[src/sv/sads_pkg.sv]
// shared constants, register indexes and pipeline control type for the stick axis scaler
// no dependencies
`default_nettype none

package sads_pkg;

  localparam int unsigned ADC_BITS     = 12;
  localparam int unsigned DZ_BITS      = 7;
  localparam int unsigned PCT_BITS     = 8;
  localparam int unsigned QUO_BITS     = 8;
  localparam int unsigned CFG_IDX_BITS = 3;
  localparam int unsigned FULL_SCALE   = 100;

  localparam logic [CFG_IDX_BITS-1:0] REG_MINIMUM  = 3'd0;
  localparam logic [CFG_IDX_BITS-1:0] REG_CENTER   = 3'd1;
  localparam logic [CFG_IDX_BITS-1:0] REG_MAXIMUM  = 3'd2;
  localparam logic [CFG_IDX_BITS-1:0] REG_DEADZONE = 3'd3;

  typedef struct packed {
    logic                valid;
    logic                zero;
    logic                neg;
    logic [QUO_BITS-1:0] quo;
  } ctl_t;

endpackage

`default_nettype wire

[src/sv/sads_if.sv]
// valid/ready channel interfaces: sample input, percent result, register writes
// depends on sads_pkg
`default_nettype none

interface sads_sample_if #(
  parameter int unsigned AdcBits = sads_pkg::ADC_BITS
);
  logic               valid;
  logic               ready;
  logic [AdcBits-1:0] raw_sample;

  modport source (output valid, output raw_sample, input ready);
  modport sink (input valid, input raw_sample, output ready);
endinterface

interface sads_result_if;
  logic                                valid;
  logic                                ready;
  logic signed [sads_pkg::PCT_BITS-1:0] axis_percent;

  modport source (output valid, output axis_percent, input ready);
  modport sink (input valid, input axis_percent, output ready);
endinterface

interface sads_cfg_if #(
  parameter int unsigned AdcBits = sads_pkg::ADC_BITS
);
  logic                                 valid;
  logic                                 ready;
  logic [sads_pkg::CFG_IDX_BITS-1:0]     index;
  logic [AdcBits-1:0]                   data;

  modport source (output valid, output index, output data, input ready);
  modport sink (input valid, input index, input data, output ready);
endinterface

`default_nettype wire

[src/sv/sads_prep.sv]
// front cell: side select, offset, span, deadzone test and dividend setup
// depends on sads_pkg
`default_nettype none

module sads_prep #(
  parameter int unsigned AdcBits = sads_pkg::ADC_BITS
) (
  input  wire logic                           clk_i,
  input  wire logic                           rst_ni,
  input  wire logic                           en_i,
  input  wire logic                           in_valid_i,
  input  wire logic [AdcBits-1:0]             raw_sample_i,
  input  wire logic [AdcBits-1:0]             minimum_i,
  input  wire logic [AdcBits-1:0]             center_i,
  input  wire logic [AdcBits-1:0]             maximum_i,
  input  wire logic [sads_pkg::DZ_BITS-1:0]   deadzone_i,
  output sads_pkg::ctl_t                      ctl_o,
  output logic [AdcBits+7:0]                  rem_o,
  output logic [AdcBits:0]                    div_o
);

  localparam int unsigned ProdW = AdcBits + sads_pkg::DZ_BITS;
  localparam int unsigned NumW  = AdcBits + 8;

  logic               cal_ok;
  logic               above;
  logic [AdcBits-1:0] offset;
  logic [AdcBits-1:0] span;
  logic [ProdW-1:0]   dz_lhs;
  logic [ProdW-1:0]   dz_rhs;
  logic [NumW-1:0]    num;

  sads_pkg::ctl_t     ctl_d, ctl_q;
  logic [NumW-1:0]    rem_d, rem_q;
  logic [AdcBits:0]   div_d, div_q;

  always_comb begin
    cal_ok = (maximum_i > center_i) && (center_i > minimum_i);
    above  = raw_sample_i > center_i;
    offset = above ? (raw_sample_i - center_i) : (center_i - raw_sample_i);
    span   = above ? (maximum_i - center_i) : (center_i - minimum_i);
    dz_lhs = ProdW'(offset) * ProdW'(sads_pkg::FULL_SCALE);
    dz_rhs = ProdW'(maximum_i - minimum_i) * ProdW'(deadzone_i);
    num    = NumW'(offset) * NumW'(2 * sads_pkg::FULL_SCALE) + NumW'(span);

    ctl_d.valid = in_valid_i;
    ctl_d.zero  = !cal_ok || (dz_lhs <= dz_rhs);
    ctl_d.neg   = !above;
    ctl_d.quo   = '0;
    rem_d       = num;
    div_d       = {span, 1'b0};
  end

  always_ff @(posedge clk_i or negedge rst_ni) begin
    if (!rst_ni) begin
      ctl_q <= '0;
    end else if (en_i) begin
      ctl_q <= ctl_d;
    end
  end

  always_ff @(posedge clk_i) begin
    if (en_i) begin
      rem_q <= rem_d;
      div_q <= div_d;
    end
  end

  assign ctl_o = ctl_q;
  assign rem_o = rem_q;
  assign div_o = div_q;

endmodule

`default_nettype wire

[src/sv/sads_cell.sv]
// divider cell: one restoring quotient bit per cell, passes remainder to its neighbor
// depends on sads_pkg
`default_nettype none

module sads_cell #(
  parameter int unsigned AdcBits = sads_pkg::ADC_BITS,
  parameter int unsigned Shift   = 0
) (
  input  wire logic                 clk_i,
  input  wire logic                 rst_ni,
  input  wire logic                 en_i,
  input  wire sads_pkg::ctl_t       ctl_i,
  input  wire logic [AdcBits+7:0]   rem_i,
  input  wire logic [AdcBits:0]     div_i,
  output sads_pkg::ctl_t            ctl_o,
  output logic [AdcBits+7:0]        rem_o,
  output logic [AdcBits:0]          div_o
);

  localparam int unsigned RemW = AdcBits + 8;

  logic [RemW-1:0]  dsh;
  logic [RemW:0]    diff;
  logic             fits;

  sads_pkg::ctl_t   ctl_d, ctl_q;
  logic [RemW-1:0]  rem_d, rem_q;
  logic [AdcBits:0] div_q;

  always_comb begin
    dsh   = RemW'(div_i) << Shift;
    diff  = {1'b0, rem_i} - {1'b0, dsh};
    fits  = !diff[RemW];
    ctl_d = ctl_i;
    if (fits) begin
      ctl_d.quo[Shift] = 1'b1;
    end
    rem_d = fits ? diff[RemW-1:0] : rem_i;
  end

  always_ff @(posedge clk_i or negedge rst_ni) begin
    if (!rst_ni) begin
      ctl_q <= '0;
    end else if (en_i) begin
      ctl_q <= ctl_d;
    end
  end

  always_ff @(posedge clk_i) begin
    if (en_i) begin
      rem_q <= rem_d;
      div_q <= div_i;
    end
  end

  assign ctl_o = ctl_q;
  assign rem_o = rem_q;
  assign div_o = div_q;

endmodule

`default_nettype wire

[src/sv/stick_axis_deadzone_scaler.sv]
// top level: calibration registers, front cell, divider cell chain, output register
// depends on sads_pkg, sads_if, sads_prep, sads_cell
//
// usage
//   sample_i carries one raw adc reading per item, result_o one signed percent
//   (-100..100, two's complement) per item, in order. cfg_i writes the
//   calibration registers: index 0 minimum, 1 center, 2 maximum, 3 deadzone
//   percent; other indexes are dropped. cfg_i is always ready; write only
//   while no item is in flight.
//   each item passes through one front cell, eight divider cells (one quotient bit
//   each) and the output register.
//   throughput is one item per cycle unless stalled; the whole chain moves together.
//   when the receiver stalls with a result waiting, the chain freezes and
//   sample_i.ready drops in the same cycle; it returns as soon as the
//   result is taken. sample_i.ready does not wait on the chain being empty.
//   reset empties the chain and loads minimum 0, center 2048 and maximum
//   4095 (both masked to the adc width) and deadzone 0.
`default_nettype none

module stick_axis_deadzone_scaler #(
  parameter int unsigned AdcBits = sads_pkg::ADC_BITS
) (
  input  wire logic     clk_i,
  input  wire logic     rst_ni,
  sads_sample_if.sink   sample_i,
  sads_cfg_if.sink      cfg_i,
  sads_result_if.source result_o
);

  localparam int unsigned QuoBits    = sads_pkg::QUO_BITS;
  localparam int unsigned PctBits    = sads_pkg::PCT_BITS;
  localparam int unsigned MagBits    = PctBits - 1;
  localparam int unsigned CenterRst  = 2048 % (1 << AdcBits);
  localparam int unsigned MaximumRst = 4095 % (1 << AdcBits);

  logic [AdcBits-1:0]              minimum_q;
  logic [AdcBits-1:0]              center_q;
  logic [AdcBits-1:0]              maximum_q;
  logic [sads_pkg::DZ_BITS-1:0]    deadzone_q;

  logic                            adv;
  sads_pkg::ctl_t                  ctl_chain [QuoBits+1];
  logic [AdcBits+7:0]              rem_chain [QuoBits+1];
  logic [AdcBits:0]                div_chain [QuoBits+1];

  sads_pkg::ctl_t                  last;
  logic [MagBits-1:0]              quo_lo;
  logic [MagBits-1:0]              mag;
  logic [PctBits-1:0]              pct_d, pct_q;
  logic                            out_valid_q;

  // calibration registers
  always_ff @(posedge clk_i or negedge rst_ni) begin
    if (!rst_ni) begin
      minimum_q  <= '0;
      center_q   <= AdcBits'(CenterRst);
      maximum_q  <= AdcBits'(MaximumRst);
      deadzone_q <= '0;
    end else if (cfg_i.valid) begin
      case (cfg_i.index)
        sads_pkg::REG_MINIMUM:  minimum_q  <= cfg_i.data;
        sads_pkg::REG_CENTER:   center_q   <= cfg_i.data;
        sads_pkg::REG_MAXIMUM:  maximum_q  <= cfg_i.data;
        sads_pkg::REG_DEADZONE: deadzone_q <= cfg_i.data[sads_pkg::DZ_BITS-1:0];
        default: ;
      endcase
    end
  end

  assign cfg_i.ready    = 1'b1;
  assign adv            = !out_valid_q || result_o.ready;
  assign sample_i.ready = adv;

  sads_prep #(
    .AdcBits (AdcBits)
  ) u_prep (
    .clk_i        (clk_i),
    .rst_ni       (rst_ni),
    .en_i         (adv),
    .in_valid_i   (sample_i.valid),
    .raw_sample_i (sample_i.raw_sample),
    .minimum_i    (minimum_q),
    .center_i     (center_q),
    .maximum_i    (maximum_q),
    .deadzone_i   (deadzone_q),
    .ctl_o        (ctl_chain[0]),
    .rem_o        (rem_chain[0]),
    .div_o        (div_chain[0])
  );

  for (genvar g = 0; g < QuoBits; g++) begin : g_cell
    sads_cell #(
      .AdcBits (AdcBits),
      .Shift   (QuoBits - 1 - g)
    ) u_cell (
      .clk_i  (clk_i),
      .rst_ni (rst_ni),
      .en_i   (adv),
      .ctl_i  (ctl_chain[g]),
      .rem_i  (rem_chain[g]),
      .div_i  (div_chain[g]),
      .ctl_o  (ctl_chain[g+1]),
      .rem_o  (rem_chain[g+1]),
      .div_o  (div_chain[g+1])
    );
  end

  // saturate and apply sign
  always_comb begin
    last   = ctl_chain[QuoBits];
    quo_lo = last.quo[MagBits-1:0];
    if (last.quo[QuoBits-1] || (quo_lo > MagBits'(sads_pkg::FULL_SCALE))) begin
      mag = MagBits'(sads_pkg::FULL_SCALE);
    end else begin
      mag = quo_lo;
    end
    if (last.zero) begin
      pct_d = '0;
    end else if (last.neg) begin
      pct_d = -{1'b0, mag};
    end else begin
      pct_d = {1'b0, mag};
    end
  end

  always_ff @(posedge clk_i or negedge rst_ni) begin
    if (!rst_ni) begin
      out_valid_q <= 1'b0;
    end else if (adv) begin
      out_valid_q <= last.valid;
    end
  end

  always_ff @(posedge clk_i) begin
    if (adv) begin
      pct_q <= pct_d;
    end
  end

  assign result_o.valid        = out_valid_q;
  assign result_o.axis_percent = pct_q;

endmodule

`default_nettype wire

[src/flat_wrapper.sv]
// flat-port wrapper written by rule: the top's interface ports become plain ports
module stick_axis_deadzone_scaler_flat 
#(
  parameter int unsigned AdcBits = sads_pkg::ADC_BITS
)
  (clk_i, rst_ni, sample_i_valid, sample_i_raw_sample, sample_i_ready, cfg_i_valid, cfg_i_index, cfg_i_data, cfg_i_ready, result_o_valid, result_o_axis_percent, result_o_ready);
  sads_sample_if #(.AdcBits(AdcBits)) sample_i_i ();
  sads_cfg_if #(.AdcBits(AdcBits)) cfg_i_i ();
  sads_result_if result_o_i ();
  input  wire logic clk_i;
  input  wire logic rst_ni;
  input wire logic [$bits(sample_i_i.valid)-1:0] sample_i_valid;
  input wire logic [$bits(sample_i_i.raw_sample)-1:0] sample_i_raw_sample;
  output wire logic [$bits(sample_i_i.ready)-1:0] sample_i_ready;
  input wire logic [$bits(cfg_i_i.valid)-1:0] cfg_i_valid;
  input wire logic [$bits(cfg_i_i.index)-1:0] cfg_i_index;
  input wire logic [$bits(cfg_i_i.data)-1:0] cfg_i_data;
  output wire logic [$bits(cfg_i_i.ready)-1:0] cfg_i_ready;
  output wire logic [$bits(result_o_i.valid)-1:0] result_o_valid;
  output wire logic [$bits(result_o_i.axis_percent)-1:0] result_o_axis_percent;
  input wire logic [$bits(result_o_i.ready)-1:0] result_o_ready;
  assign sample_i_i.valid = sample_i_valid;
  assign sample_i_i.raw_sample = sample_i_raw_sample;
  assign sample_i_ready = sample_i_i.ready;
  assign cfg_i_i.valid = cfg_i_valid;
  assign cfg_i_i.index = cfg_i_index;
  assign cfg_i_i.data = cfg_i_data;
  assign cfg_i_ready = cfg_i_i.ready;
  assign result_o_valid = result_o_i.valid;
  assign result_o_axis_percent = result_o_i.axis_percent;
  assign result_o_i.ready = result_o_ready;
  stick_axis_deadzone_scaler #(.AdcBits(AdcBits)) u_core (.clk_i(clk_i), .rst_ni(rst_ni), .sample_i(sample_i_i), .cfg_i(cfg_i_i), .result_o(result_o_i));
endmodule
[config.mk]
export PLATFORM = sky130hd
export DESIGN_NAME = stick_axis_deadzone_scaler_flat
export DESIGN_NICKNAME = d
export VERILOG_FILES = /design/src/sv/sads_pkg.sv /design/src/sv/sads_if.sv /design/src/sv/sads_prep.sv /design/src/sv/sads_cell.sv /design/src/sv/stick_axis_deadzone_scaler.sv /design/src/flat_wrapper.sv
export SDC_FILE = /design/constraint.sdc
export NUM_CORES = 1
export LEC_CHECK = 0
export BUFFER_PORTS_ARGS = -buffer_cell sky130_fd_sc_hd__buf_2
export CAP_MARGIN = 20
export CELL_PAD_IN_SITES_DETAIL_PLACEMENT = 0
export CELL_PAD_IN_SITES_GLOBAL_PLACEMENT = 1
export CORE_AREA = 2 2 310 312
export CTS_CLUSTER_SIZE = 25
export DETAILED_ROUTE_END_ITERATION = 16
export DIE_AREA = 0 0 312 314
export GPL_TIMING_DRIVEN = 0
export HOLD_SLACK_MARGIN = 0.08
export PLACE_DENSITY = 0.52
export SYNTH_ARGS = -nofsm -noshare
export SYNTH_HDL_FRONTEND = slang
export SYNTH_HIERARCHICAL = 1
export SYNTH_SLANG_ARGS = --single-unit
export TNS_END_PERCENT = 10
[constraint.sdc]
create_clock -name clk_i -period 19.75 [get_ports clk_i]
set_clock_uncertainty 0.2 [all_clocks]
set_input_delay 0.9875 -clock clk_i [delete_from_list [all_inputs] [get_ports clk_i]]
set_output_delay 0.9875 -clock clk_i [all_outputs]
set_load 0.02 [all_outputs]
==> results.sh <==
export IMPL_initial_core_util=0.301
export IMPL_hpwl_mm=55.1
export IMPL_fin_hold_ws_ns=0.155
export IMPL_via_count=19200
export IMPL_drive_above_1_share=0.144
export IMPL_drv_cap=0
export IMPL_grt_pass1_vias=20200
export IMPL_post_cts_buffers=0
export IMPL_rsz0062_at_grt="false"
export IMPL_crit_family="adder cells"
export IMPL_r2r_slack_ns=11.45
export IMPL_wl_mm=68.7
export IMPL_final_net_count=3119
export IMPL_ctsHtreeMaxLevel=2
export IMPL_dieArea_mm2=0.0980
export IMPL_clk_pin_slew_ns=0.06
export IMPL_dr_pass1_iters=5
export IMPL_layout_setup_ws_ns=11.45
export IMPL_cts_root_buf="clkbuf_16"
export IMPL_tightest_slew_ns=1.23
export IMPL_cts_tree="built"
export IMPL_num_rows=113
export IMPL_wl_per_cell_um=17.0
export IMPL_die_w_um=312
export IMPL_synth_cells=2628
export IMPL_vias_per_cell=4.77
export IMPL_ant_nets=0
export IMPL_critPathRequiredTime_ns=20.06
export IMPL_grt_overflow=0
export IMPL_critical_path_buf_inv_count=4
export IMPL_netlist_area_mm2=0.0284
export IMPL_syn_avg_cell_area_um2=10.8
export IMPL_tns_ns=0
export IMPL_reg2reg_from="u_core/maximum_q[0]$_DFFE_PN1P_"
export IMPL_slowest_stage="xnor2_1"
export IMPL_syn2layout_area_growth_pct=12.5
export IMPL_coreArea_mm2=0.0944
export IMPL_numCtsBuffers=48
export IMPL_fmax_mhz=121
export IMPL_rr_worst_depth=28
export IMPL_status="completed"
export IMPL_drt_iter0_drc=1011
export IMPL_port_buffer_count=41
export IMPL_cp_arrival_ns=8.61
export IMPL_critPathLaunchType="register"
export IMPL_antenna_found_initial=0
export IMPL_num_antenna_cells=0
export IMPL_gr_usage_all_layers=0.141
export IMPL_worstPathMaxFanout=7
export IMPL_globalplace_congestion=0.848
export IMPL_hold_viol_final=0
export IMPL_final_setup_viol_count=0
export IMPL_crit_type="reg2reg"
export IMPL_yosys_warnings=6
export IMPL_min_period_ns=8.30
export IMPL_grt_start_max_net_pins=79
export IMPL_cp_common_cell="fa_1"
export IMPL_cts_hold_buf=0
export IMPL_end_kind="register"
export IMPL_cts_repair_resize_count=0
export IMPL_r2r_end="u_core/u_prep/ctl_o[9]$_DFFE_PN0P_"
export IMPL_io_pins=43
export IMPL_dp_slack_ns=11.33
export IMPL_die_y_um=314
export IMPL_clk_path_buf_depth=3
export IMPL_clock_latency_ns=0.60
export IMPL_slowest_delay_ns=0.61
export IMPL_relSlewSlack=0.157
export IMPL_slew_violations=0
export IMPL_grt_pass1_wl_mm=111
export IMPL_min_path_type="in2async"
export IMPL_clkSinkCount=403
export IMPL_drc=0
export IMPL_fin_crit_sh=0.420
per-layer routing:
metal,vias up,share of wire,track usage
met5,-,0,0
met4,0,0.026,0.0418
met3,109,0.024,0.0159
met2,257,0.51,0.262
met1,9357,0.44,0.170
li1,9516,-,-
layout by cell type (no fill, tap or decap), types with 30 or more instances in the layout:
cell type	count
clkbuf_16	49
nor2_1	139
clkbuf_1	30
nand3_1	36
o21ai_0	117
ha_1	267
fa_1	87
nand2b_1	42
edfxtp_1	268
dfrtp_1	122
xnor2_1	98
nand2_1	147
a21o_1	37
and2_1	61
inv_1	305
a21oi_1	162
xor2_1	58
buf_2	48
nor2b_1	46
nor3_1	39
mux2_2	151
sequential cells by signal, indices dropped and copies added, names as in the netlist:
| register | flops |
|---|---|
| u_core/u_prep/rem_o | 20 |
| u_core/result_o.valid | 1 |
| u_core/result_o.axis_percent | 8 |
| u_core/deadzone_q | 7 |
| u_core/u_prep/div_o | 9 |
| u_core/center_q | 12 |
| u_core/g_cell.u_cell/rem_o | 140 |
| u_core/g_cell.u_cell/ctl_o | 88 |
| u_core/g_cell.u_cell/div_o | 91 |
| u_core/u_prep/ctl_o | 3 |
| u_core/minimum_q | 12 |
| u_core/maximum_q | 12 |
through the flow:
step	utilization	cell area [um^2]	std cells
floorplan	-	28500	2636
global placement	0.320	30300	3942
detailed placement	0.322	30400	3948
CTS	0.339	32000	4037
global route	0.339	32000	4037
finish	0.339	32000	4037
area by class of cell:
cell class,instances,area [um^2]
Sequential cell,403,11400
Inverter,305,1140
Multi-Input combinational cell,1860,15400
Buffer,68,479
Tap cell,1265,1580
Clock buffer,72,1350
Clock inverter,17,221
Timing Repair Buffer,47,369
Fill cell,9539,62400
worst max-delay path by stage:
stage                                     from                                  to  cells after the start
5_1_grt        u_core/maximum_q[0]$_DFFE_PN1P_  u_core/u_prep/ctl_o[9]$_DFFE_PN0P_                     28
2_1_floorplan                   result_o_ready  u_core/u_prep/ctl_o[9]$_DFFE_PN0P_                      6
3_3_place_gp                    result_o_ready  u_core/u_prep/ctl_o[9]$_DFFE_PN0P_                      7
4_1_cts        u_core/maximum_q[0]$_DFFE_PN1P_  u_core/u_prep/ctl_o[9]$_DFFE_PN0P_                     28
6_report       u_core/maximum_q[0]$_DFFE_PN1P_  u_core/u_prep/ctl_o[9]$_DFFE_PN0P_                     28
3_5_place_dp            sample_i_raw_sample[0]  u_core/u_prep/ctl_o[9]$_DFFE_PN0P_                     27
Power is left out: the tool's default activity adds up to more than one toggle a clock period on the data nets, which glitch-free logic cannot reach.
